===== config.mk =====
export PLATFORM = sky130hd
export DESIGN_NAME = complex_arithmetic_unit_flat
export DESIGN_NICKNAME = d
export VERILOG_FILES = /design/src/hw/rtl/cau_pkg.sv /design/src/hw/rtl/cau_req_if.sv /design/src/hw/rtl/cau_rsp_if.sv /design/src/hw/rtl/complex_arithmetic_unit.sv /design/src/flat_wrapper.sv
export VERILOG_INCLUDE_DIRS = /design/src /design/src/hw/rtl
export SDC_FILE = /design/constraint.sdc
export NUM_CORES = 2
export LEC_CHECK = 0
export BUFFER_PORTS_ARGS = -buffer_cell sky130_fd_sc_hd__buf_2
export CORE_MARGIN = 4
export CORE_UTILIZATION = 60
export DETAILED_ROUTE_END_ITERATION = 16
export PLACE_DENSITY = 0.86
export SYNTH_ARGS = -nofsm -noshare
export SYNTH_HDL_FRONTEND = slang
export SYNTH_SLANG_ARGS = --single-unit

===== constraint.sdc =====
create_clock -name clk -period 7.4 [get_ports clk]
set_input_delay 1.11 -clock clk [delete_from_list [all_inputs] [get_ports clk]]
set_output_delay 1.11 -clock clk [all_outputs]
set_load 0.02 [all_outputs]

===== src/hw/rtl/assert_macros.svh =====
// Assertion macros shared by the RTL of the complex arithmetic unit.
// Expects a clock named clk and an active-low reset named arst_n in scope.
`ifndef ASSERT_MACROS_SVH
`define ASSERT_MACROS_SVH

// Check a property on every rising edge of clk, outside reset.
`define ASSERT_CLK(label, prop, msg) \
	label: assert property (@(posedge clk) disable iff (!arst_n) prop) else $error(msg);

// Flag a condition that must never be true.
`define ASSERT_NEVER(label, cond, msg) \
	`ASSERT_CLK(label, !(cond), msg)

`endif


===== src/hw/rtl/cau_pkg.sv =====
// Types, opcodes and arithmetic helpers of the complex arithmetic unit.
// Used by the request and response interfaces and by the top level.
package cau_pkg;

	localparam int DATA_WIDTH   = 16;
	localparam int FRAC_BITS    = 8;
	localparam int CMD_W        = 3;

	// Full product and exact sum of two products
	localparam int PROD_W       = 2 * DATA_WIDTH;
	localparam int WIDE_W       = PROD_W + 1;

	// Square root: one result bit per iteration, two iterations per stage
	localparam int RT_ITERS     = DATA_WIDTH;
	localparam int RT_PER_STAGE = 2;
	localparam int RT_STAGES    = (RT_ITERS + RT_PER_STAGE - 1) / RT_PER_STAGE;

	typedef logic [CMD_W-1:0]         cmd_t;
	typedef logic signed [DATA_WIDTH-1:0] sample_t;
	typedef logic signed [PROD_W-1:0] prod_t;
	typedef logic signed [WIDE_W-1:0] wide_t;

	localparam cmd_t OP_ADD    = CMD_W'(0);
	localparam cmd_t OP_SUB    = CMD_W'(1);
	localparam cmd_t OP_MUL_RE = CMD_W'(2);
	localparam cmd_t OP_MUL_IM = CMD_W'(3);
	localparam cmd_t OP_CMUL   = CMD_W'(4);
	localparam cmd_t OP_MAG    = CMD_W'(5);

	localparam sample_t SAMPLE_MAX = sample_t'((longint'(1) << (DATA_WIDTH - 1)) - 1);
	localparam sample_t SAMPLE_MIN = ~SAMPLE_MAX;
	localparam wide_t   WIDE_MAX   = wide_t'(SAMPLE_MAX);
	localparam wide_t   WIDE_MIN   = wide_t'(SAMPLE_MIN);

	typedef struct packed {
		logic [PROD_W-1:0] x;
		logic [WIDE_W-1:0] res;
	} rt_t;

	typedef struct packed {
		logic    hit;
		sample_t val;
	} sat_t;

	// One iteration of the bitwise square root; idx 0 handles the top bit pair.
	function automatic rt_t rt_step(rt_t s, int idx);
		logic [WIDE_W-1:0] bitv;
		logic [WIDE_W-1:0] trial;
		rt_t               n;
		bitv  = WIDE_W'(1) << (2 * (RT_ITERS - 1 - idx));
		trial = s.res + bitv;
		n     = s;
		if ({1'b0, s.x} >= trial) begin
			n.x   = s.x - trial[PROD_W-1:0];
			n.res = (s.res >> 1) + bitv;
		end else begin
			n.res = s.res >> 1;
		end
		return n;
	endfunction

	// Clamp to the sample range and report whether clamping happened.
	function automatic sat_t saturate(wide_t v);
		sat_t r;
		r.hit = 1'b0;
		r.val = v[DATA_WIDTH-1:0];
		if (v > WIDE_MAX) begin
			r.hit = 1'b1;
			r.val = SAMPLE_MAX;
		end else if (v < WIDE_MIN) begin
			r.hit = 1'b1;
			r.val = SAMPLE_MIN;
		end
		return r;
	endfunction

endpackage


===== src/hw/rtl/cau_req_if.sv =====
// Request channel of the complex arithmetic unit: opcode and operands A, B.
// Depends on cau_pkg for the payload types.
interface cau_req_if
	import cau_pkg::*;
();
	logic    valid;
	logic    ready;
	cmd_t    cmd;
	sample_t a_re;
	sample_t a_im;
	sample_t b_re;
	sample_t b_im;

	modport source (output valid, cmd, a_re, a_im, b_re, b_im, input ready);
	modport sink   (input valid, cmd, a_re, a_im, b_re, b_im, output ready);
endinterface


===== src/hw/rtl/cau_rsp_if.sv =====
// Response channel of the complex arithmetic unit: result parts and overflow.
// Depends on cau_pkg for the payload types.
interface cau_rsp_if
	import cau_pkg::*;
();
	logic    valid;
	logic    ready;
	sample_t res_re;
	sample_t res_im;
	logic    overflow;

	modport source (output valid, res_re, res_im, overflow, input ready);
	modport sink   (input valid, res_re, res_im, overflow, output ready);
endinterface


===== src/hw/rtl/complex_arithmetic_unit.sv =====
// Complex arithmetic unit in signed fixed point; needs cau_pkg, cau_req_if, cau_rsp_if.
// Pipeline: stage 1, stage 2, the eight two-bit square root stages and the output
// register. Throughput: one request per cycle while rsp is ready;
// each stage stalls only when it is full and blocked.
// Reset: arst_n clears every valid bit at once; data registers are not reset.
`include "assert_macros.svh"

module complex_arithmetic_unit
	import cau_pkg::*;
(
	input  logic      clk,
	input  logic      arst_n,
	cau_req_if.sink   req,
	cau_rsp_if.source rsp
);

	// ------------------------------------------------------------------
	// Stage enables: a stage loads when it is empty or its successor
	// loads in the same cycle, so bubbles collapse and nothing is lost.
	// ------------------------------------------------------------------
	logic en_s1, en_s2, out_en;
	logic rt_en [RT_STAGES];

	// ------------------------------------------------------------------
	// Stage 1: four signed multipliers. For a magnitude request the first
	// two square the real and imaginary parts of A instead.
	// ------------------------------------------------------------------
	logic    vld_s1, mag_s1;
	cmd_t    cmd_s1;
	sample_t ar_s1, ai_s1, br_s1, bi_s1;
	prod_t   p0_s1, p1_s1, p2_s1, p3_s1;

	logic    is_mag;
	sample_t mul0_b, mul1_b;

	assign is_mag = (req.cmd == OP_MAG);
	assign mul0_b = is_mag ? req.a_re : req.b_re;
	assign mul1_b = is_mag ? req.a_im : req.b_im;

	always_ff @(posedge clk or negedge arst_n) begin
		if (!arst_n) begin
			vld_s1 <= 1'b0;
		end else if (en_s1) begin
			vld_s1 <= req.valid;
		end
	end

	always_ff @(posedge clk) begin
		if (en_s1 && req.valid) begin
			cmd_s1 <= req.cmd;
			mag_s1 <= is_mag;
			ar_s1  <= req.a_re;
			ai_s1  <= req.a_im;
			br_s1  <= req.b_re;
			bi_s1  <= req.b_im;
			p0_s1  <= prod_t'(req.a_re) * prod_t'(mul0_b);   // ar*br or ar*ar
			p1_s1  <= prod_t'(req.a_im) * prod_t'(mul1_b);   // ai*bi or ai*ai
			p2_s1  <= prod_t'(req.a_re) * prod_t'(req.b_im); // ar*bi
			p3_s1  <= prod_t'(req.a_im) * prod_t'(req.b_re); // ai*br
		end
	end

	// ------------------------------------------------------------------
	// Stage 2: exact sums, then drop the fraction bits with an arithmetic
	// shift (floor). Build the sum of squares for the magnitude path.
	// ------------------------------------------------------------------
	logic              vld_s2, mag_s2;
	wide_t             re_s2, im_s2;
	logic [PROD_W-1:0] sq_s2;

	wide_t             re_c, im_c;
	logic [PROD_W-1:0] sq_c;

	always_comb begin
		re_c = '0;
		im_c = '0;
		case (cmd_s1)
			OP_ADD: begin
				re_c = wide_t'(ar_s1) + wide_t'(br_s1);
				im_c = wide_t'(ai_s1) + wide_t'(bi_s1);
			end
			OP_SUB: begin
				re_c = wide_t'(ar_s1) - wide_t'(br_s1);
				im_c = wide_t'(ai_s1) - wide_t'(bi_s1);
			end
			OP_MUL_RE: begin
				re_c = wide_t'(p0_s1) >>> FRAC_BITS;
				im_c = wide_t'(p3_s1) >>> FRAC_BITS;
			end
			OP_MUL_IM: begin
				// times i*s: real part takes the negated imaginary product
				re_c = (-wide_t'(p3_s1)) >>> FRAC_BITS;
				im_c = wide_t'(p0_s1) >>> FRAC_BITS;
			end
			OP_CMUL: begin
				re_c = (wide_t'(p0_s1) - wide_t'(p1_s1)) >>> FRAC_BITS;
				im_c = (wide_t'(p2_s1) + wide_t'(p3_s1)) >>> FRAC_BITS;
			end
			default: begin
				// magnitude fills its real part later; unused codes give zero
				re_c = '0;
				im_c = '0;
			end
		endcase
	end

	// both squares are non-negative, so their sum fits unsigned in PROD_W bits
	assign sq_c = $unsigned(p0_s1) + $unsigned(p1_s1);

	always_ff @(posedge clk or negedge arst_n) begin
		if (!arst_n) begin
			vld_s2 <= 1'b0;
		end else if (en_s2) begin
			vld_s2 <= vld_s1;
		end
	end

	always_ff @(posedge clk) begin
		if (en_s2 && vld_s1) begin
			mag_s2 <= mag_s1;
			re_s2  <= re_c;
			im_s2  <= im_c;
			sq_s2  <= sq_c;
		end
	end

	// ------------------------------------------------------------------
	// Square root stages: each runs RT_PER_STAGE bit iterations of the
	// restoring integer root. The floor root of the 2F-fraction sum is
	// already in F-fraction form. Other results ride along untouched.
	// ------------------------------------------------------------------
	logic  rt_vld_s [RT_STAGES];
	logic  rt_mag_s [RT_STAGES];
	wide_t rt_re_s  [RT_STAGES];
	wide_t rt_im_s  [RT_STAGES];
	rt_t   rt_s     [RT_STAGES];

	logic  rt_in_vld [RT_STAGES];
	logic  rt_in_mag [RT_STAGES];
	wide_t rt_in_re  [RT_STAGES];
	wide_t rt_in_im  [RT_STAGES];
	rt_t   rt_in     [RT_STAGES];

	for (genvar k = 0; k < RT_STAGES; k++) begin : g_rt
		rt_t rt_nxt;

		if (k == 0) begin : g_first
			assign rt_in_vld[k] = vld_s2;
			assign rt_in_mag[k] = mag_s2;
			assign rt_in_re[k]  = re_s2;
			assign rt_in_im[k]  = im_s2;
			assign rt_in[k]     = '{x: sq_s2, res: '0};
		end else begin : g_next
			assign rt_in_vld[k] = rt_vld_s[k-1];
			assign rt_in_mag[k] = rt_mag_s[k-1];
			assign rt_in_re[k]  = rt_re_s[k-1];
			assign rt_in_im[k]  = rt_im_s[k-1];
			assign rt_in[k]     = rt_s[k-1];
		end

		if (k == RT_STAGES - 1) begin : g_en_last
			assign rt_en[k] = !rt_vld_s[k] || out_en;
		end else begin : g_en_mid
			assign rt_en[k] = !rt_vld_s[k] || rt_en[k+1];
		end

		always_comb begin
			rt_nxt = rt_in[k];
			for (int j = 0; j < RT_PER_STAGE; j++) begin
				if (k * RT_PER_STAGE + j < RT_ITERS) begin
					rt_nxt = rt_step(rt_nxt, k * RT_PER_STAGE + j);
				end
			end
		end

		always_ff @(posedge clk or negedge arst_n) begin
			if (!arst_n) begin
				rt_vld_s[k] <= 1'b0;
			end else if (rt_en[k]) begin
				rt_vld_s[k] <= rt_in_vld[k];
			end
		end

		always_ff @(posedge clk) begin
			if (rt_en[k] && rt_in_vld[k]) begin
				rt_mag_s[k] <= rt_in_mag[k];
				rt_re_s[k]  <= rt_in_re[k];
				rt_im_s[k]  <= rt_in_im[k];
				rt_s[k]     <= rt_nxt;
			end
		end
	end

	// ------------------------------------------------------------------
	// Output register: pick the root for magnitude requests, saturate
	// both parts and merge the clamp flags. It holds while rsp stalls.
	// ------------------------------------------------------------------
	localparam int LAST = RT_STAGES - 1;

	logic    out_vld_q, out_mag_q, out_ovf_q;
	sample_t out_re_q, out_im_q;

	wide_t re_pick;
	sat_t  sat_re, sat_im;

	// the root is below 2^DATA_WIDTH, so its top bit is clear
	assign re_pick = rt_mag_s[LAST] ? $signed(rt_s[LAST].res) : rt_re_s[LAST];
	assign sat_re  = saturate(re_pick);
	assign sat_im  = saturate(rt_im_s[LAST]);

	always_ff @(posedge clk or negedge arst_n) begin
		if (!arst_n) begin
			out_vld_q <= 1'b0;
		end else if (out_en) begin
			out_vld_q <= rt_vld_s[LAST];
		end
	end

	always_ff @(posedge clk) begin
		if (out_en && rt_vld_s[LAST]) begin
			out_mag_q <= rt_mag_s[LAST];
			out_re_q  <= sat_re.val;
			out_im_q  <= sat_im.val;
			out_ovf_q <= sat_re.hit | sat_im.hit;
		end
	end

	// ------------------------------------------------------------------
	// Handshake: the ready chain runs back from the response side.
	// ------------------------------------------------------------------
	assign out_en    = !out_vld_q || rsp.ready;
	assign en_s2     = !vld_s2 || rt_en[0];
	assign en_s1     = !vld_s1 || en_s2;
	assign req.ready = en_s1;

	assign rsp.valid    = out_vld_q;
	assign rsp.res_re   = out_re_q;
	assign rsp.res_im   = out_im_q;
	assign rsp.overflow = out_ovf_q;

	// ------------------------------------------------------------------
	// Assertions
	// ------------------------------------------------------------------
	logic out_clamped;

	// a part sitting at either range limit is what a clamp leaves behind
	assign out_clamped = out_re_q == SAMPLE_MAX || out_re_q == SAMPLE_MIN ||
		out_im_q == SAMPLE_MAX || out_im_q == SAMPLE_MIN;

	`ASSERT_CLK(a_req_enters_s1, req.valid && req.ready |=> vld_s1, "request lost at stage 1")
	`ASSERT_CLK(a_s2_holds, vld_s2 && !en_s2 |=> vld_s2, "stalled stage 2 dropped its request")
	`ASSERT_CLK(a_mag_im_zero, out_vld_q && out_mag_q |-> out_im_q == '0, "magnitude im not zero")
	`ASSERT_NEVER(a_ovf_extreme, out_vld_q && out_ovf_q && !out_clamped, "overflow without clamp")

endmodule


===== src/flat_wrapper.sv =====
// flat-port wrapper written by rule: the top's interface ports become plain ports
module complex_arithmetic_unit_flat import cau_pkg::*;
  (clk, arst_n, req_valid, req_cmd, req_a_re, req_a_im, req_b_re, req_b_im, req_ready, rsp_valid, rsp_res_re, rsp_res_im, rsp_overflow, rsp_ready);
  cau_req_if req_i ();
  cau_rsp_if rsp_i ();
  input  logic clk;
  input  logic arst_n;
  input wire logic [$bits(req_i.valid)-1:0] req_valid;
  input wire logic [$bits(req_i.cmd)-1:0] req_cmd;
  input wire logic [$bits(req_i.a_re)-1:0] req_a_re;
  input wire logic [$bits(req_i.a_im)-1:0] req_a_im;
  input wire logic [$bits(req_i.b_re)-1:0] req_b_re;
  input wire logic [$bits(req_i.b_im)-1:0] req_b_im;
  output wire logic [$bits(req_i.ready)-1:0] req_ready;
  output wire logic [$bits(rsp_i.valid)-1:0] rsp_valid;
  output wire logic [$bits(rsp_i.res_re)-1:0] rsp_res_re;
  output wire logic [$bits(rsp_i.res_im)-1:0] rsp_res_im;
  output wire logic [$bits(rsp_i.overflow)-1:0] rsp_overflow;
  input wire logic [$bits(rsp_i.ready)-1:0] rsp_ready;
  assign req_i.valid = req_valid;
  assign req_i.cmd = req_cmd;
  assign req_i.a_re = req_a_re;
  assign req_i.a_im = req_a_im;
  assign req_i.b_re = req_b_re;
  assign req_i.b_im = req_b_im;
  assign req_ready = req_i.ready;
  assign rsp_valid = rsp_i.valid;
  assign rsp_res_re = rsp_i.res_re;
  assign rsp_res_im = rsp_i.res_im;
  assign rsp_overflow = rsp_i.overflow;
  assign rsp_i.ready = rsp_ready;
  complex_arithmetic_unit u_core (.clk(clk), .arst_n(arst_n), .req(req_i), .rsp(rsp_i));
endmodule

==> impl_results.md <==
* CTS Root Cell: clkbuf_16
* Synth Flop Type: edfxtp_1
* Clock tree sinks at 1,027
* Core area at 147,800 um2
* Overflow after GRT at 0
* Vias per cell at 5.911
* I/O pins at 106
* Worst-Skew Late Latency at 0.73 ns
* Top-area cell type share of the netlist area at 34.13%
* Commonest cells in the synthesized netlist: inv_1, fa_1, edfxtp_1
* Synth unique cells at 97
* Final HPWL DP at 192.4 mm
* WP data required at 7.87 ns
* Synth warn at 0
* Share of layout cells above drive strength 1 at 13.01%
* Run status: finished with violations
* Synth Register Bits at 1,027
* Sequential area share after synthesis at 34.44%
* DRT Pass-1 Iters at 8
* First-pass GRT wire length at 378.8 mm
* Crit path max fanout at 8
* Vias at 64,200
* Setup Skew at 0.08788 ns
* Die ar. at 155,200 um2
* CTS buffer count at 98
* Layout area overhead at 13.10%
* Reg2reg setup slack at 1.22 ns
* Tot GR Track Use at 31.31%
* Setup Crit Path Kind: in -> reg
* Largest net degree at the start of global routing at 90
* Final worst path period share at 102.1%
* Cells after synthesis at 8,265
* Clk pin slew, worst setup/hold paths at 0.06 ns
* Final worst setup slack at -0.1560 ns
* Syn_nets at 10,030
* RR Startpoint: u_core.rt_s[1][19]$_DFFE_PP_
* Number of nets in the layout at 10,620
* CTS tree: built
* WP data arrival at 8.02 ns
* Die H at 394.0 um
* Port buffer count at 105
* # H-tree levels at 3
* Hold_buf cts at 0
* Setup-failing EPs final at 4
* Post-synth EDFFs at 1,016
* CP endpoint kind: flop
* Initial antenna violation count at 3
* RePlAce Congestion at 0.9838
* Count leader, synth: inv_1
* # Max-Cap Violations at 0
* Number of global-route vias before repair at 67,840
* DIE WIDTH at 394.0 um
* Hold Crit Class: in -> async
* Setup TNS at -0.3911 ns
* Drt drc at 0
* Initial Util at 60.47%
* Worst Tran Pin Value at 1.392 ns
* Reg-to-reg critical path endpoint: u_core.rt_s[1][129]$_DFFE_PP_
* Synthesized area at 89,390 um2
* DR iter-0 viols at 6,163
* Failing checks: negative setup slack
* Routed len/inst at 22.38 um
* Leading area contributor after synthesis: edfxtp_1
* Critical Path Source Type: primary input
* Top cells by area, synth: edfxtp_1, fa_1, ha_1
* Hold Vio Cnt, Final at 0
* Max Clk Rate at 132.3 MHz
* Final min period at 7.556 ns
* R2r worst-path depth at 20
* RSZ-0062 raised after global routing: true
* Relative slew slack at 6.467%
* Mean Syn Cell Area at 10.82 um2
* Routed WL at 243.1 mm
* Pins over their slew limit at 0
* Async SR Flop Fraction at 1.071%
* Row count at 141
* ANT nets after route at 0
* CTS Buffer Depth at 3
[metrics by stage]
stage | cell area (um2) | hold slack, ns | cells | worst slack [ns] | util (%)
finish | 101100 | 0.2708 | 10860 | -0.1560 | 68.39
global route | 101100 | 0.2567 | 10860 | -0.2786 | 68.39
CTS | 100400 | 0.2238 | 10840 | -0.03065 | 67.93
detailed placement | 96890 | 0.4045 | 10650 | -0.9442 | 65.54
global placement | 96890 | 0.4015 | 10650 | -0.7581 | 65.54
floorplan | 90060 | 0.4003 | 8265 | -0.3592 | -
[worst max-delay path by stage]
stage	end	slack, ns	startpoint
2_1_floorplan	u_core.p0_s1[31]$_DFFE_PP_	-0.36	req_cmd[2]
3_3_place_gp	u_core.p1_s1[31]$_DFFE_PP_	-0.76	req_cmd[2]
3_5_place_dp	u_core.p1_s1[31]$_DFFE_PP_	-0.94	req_cmd[2]
4_1_cts	u_core.p1_s1[31]$_DFFE_PP_	-0.03	req_cmd[2]
5_1_grt	u_core.p0_s1[31]$_DFFE_PP_	-0.28	req_cmd[2]
6_report	u_core.p1_s1[31]$_DFFE_PP_	-0.16	req_cmd[1]
[registers in the layout, summed over array words and instances (netlist names), 8 cells and up]
| signal | count |
|---|---|
| u_core.p2_s1 | 32 |
| u_core.rt_mag_s | 8 |
| u_core.p3_s1 | 32 |
| u_core.rt_re_s | 200 |
| u_core.p1_s1 | 32 |
| u_core.rt_s | 296 |
| u_core.ai_s1 | 16 |
| u_core.p0_s1 | 32 |
| u_core.bi_s1 | 16 |
| u_core.ar_s1 | 16 |
| u_core.re_s2 | 25 |
| u_core.im_s2 | 25 |
| u_core.rsp.res_im | 16 |
| u_core.br_s1 | 16 |
| u_core.sq_s2 | 32 |
| u_core.rsp.res_re | 16 |
| u_core.rt_im_s | 200 |
[cell usage in the layout (no fill, tap or decap), types with 36 or more instances in the layout]
| master | instances |
|---|---|
| or3_1 | 38 |
| nor2b_1 | 164 |
| nor3_1 | 103 |
| and2_1 | 330 |
| xor2_1 | 118 |
| buf_4 | 594 |
| ha_1 | 625 |
| nor2_1 | 287 |
| o21ai_0 | 213 |
| a21oi_1 | 311 |
| nand3_1 | 82 |
| mux2i_1 | 41 |
| o21a_1 | 64 |
| buf_12 | 41 |
| nand4_1 | 65 |
| o21bai_1 | 62 |
| edfxtp_1 | 1016 |
| nor4_1 | 71 |
| nand2b_1 | 87 |
| clkbuf_16 | 100 |
| xnor2_1 | 303 |
| a21o_1 | 133 |
| inv_1 | 1438 |
| nand2_1 | 722 |
| fa_1 | 1040 |
| o31ai_1 | 36 |
| buf_2 | 103 |
[cell families after synthesis]
| kind of cell | count (synthesis) | share of synthesized area (%) |
|---|---|---|
| simple gates | 2156 | 12.17 |
| buf+inv | 1741 | 7.352 |
| fa+ha+maj | 1694 | 32.55 |
| compound gates | 1141 | 8.346 |
| flops | 1027 | 34.44 |
| xor+xnor | 423 | 4.144 |
| mux | 83 | 0.9965 |
[critical path, stage by stage]
cell,delay (ns)
buf_12,0.12
or2_4,0.36
clkinv_8,0.10
buf_16,0.18
mux2i_4,0.35
nor2b_2,0.09
fa_1,0.56
inv_2,0.05
fa_1,0.52
fa_1,0.44
fa_1,0.53
inv_2,0.04
fa_1,0.54
inv_2,0.04
fa_1,0.51
inv_2,0.05
ha_4,0.23
a21o_1,0.19
a21o_4,0.22
a2111oi_4,0.29
a21bo_2,0.29
a31oi_4,0.19
a211o_1,0.20
o211ai_1,0.14
a41o_1,0.27
o21a_1,0.20
nor2_2,0.11
xnor2_1,0.08
[per-layer routing]
metal / vias up / routed length [um] / GRT usage [%]
li1: 28480 / - / -
met1: 31640 / 89730 / 39.01
met2: 3274 / 114500 / 51.54
met3: 815 / 21570 / 5.883
met4: 2 / 17280 / 18.04
met5: - / 13 / 0
[cell type report]
type                    count  area, um2
repair buffers            764       6167
fillers                 10280      46730
diodes                      1      2.502
multi-input cells        5498      52930
well taps                1930       2415
inverters                1463       5513
flip-flops and latches   1027      30780
clock inverters            61      768.2
clock buffers             118       2527
[timing repair]
item | 4_1_cts | 5_1_grt
cloned | 2 | 3
endpoints found under the setup margin | 8 | 17
buffers inserted | 11 | 20
pin swaps | 16 | 50
gates resized for setup | 18 | 118
Power is left out: the tool's default activity adds up to more than one toggle a clock period on the data nets, which glitch-free logic cannot reach.
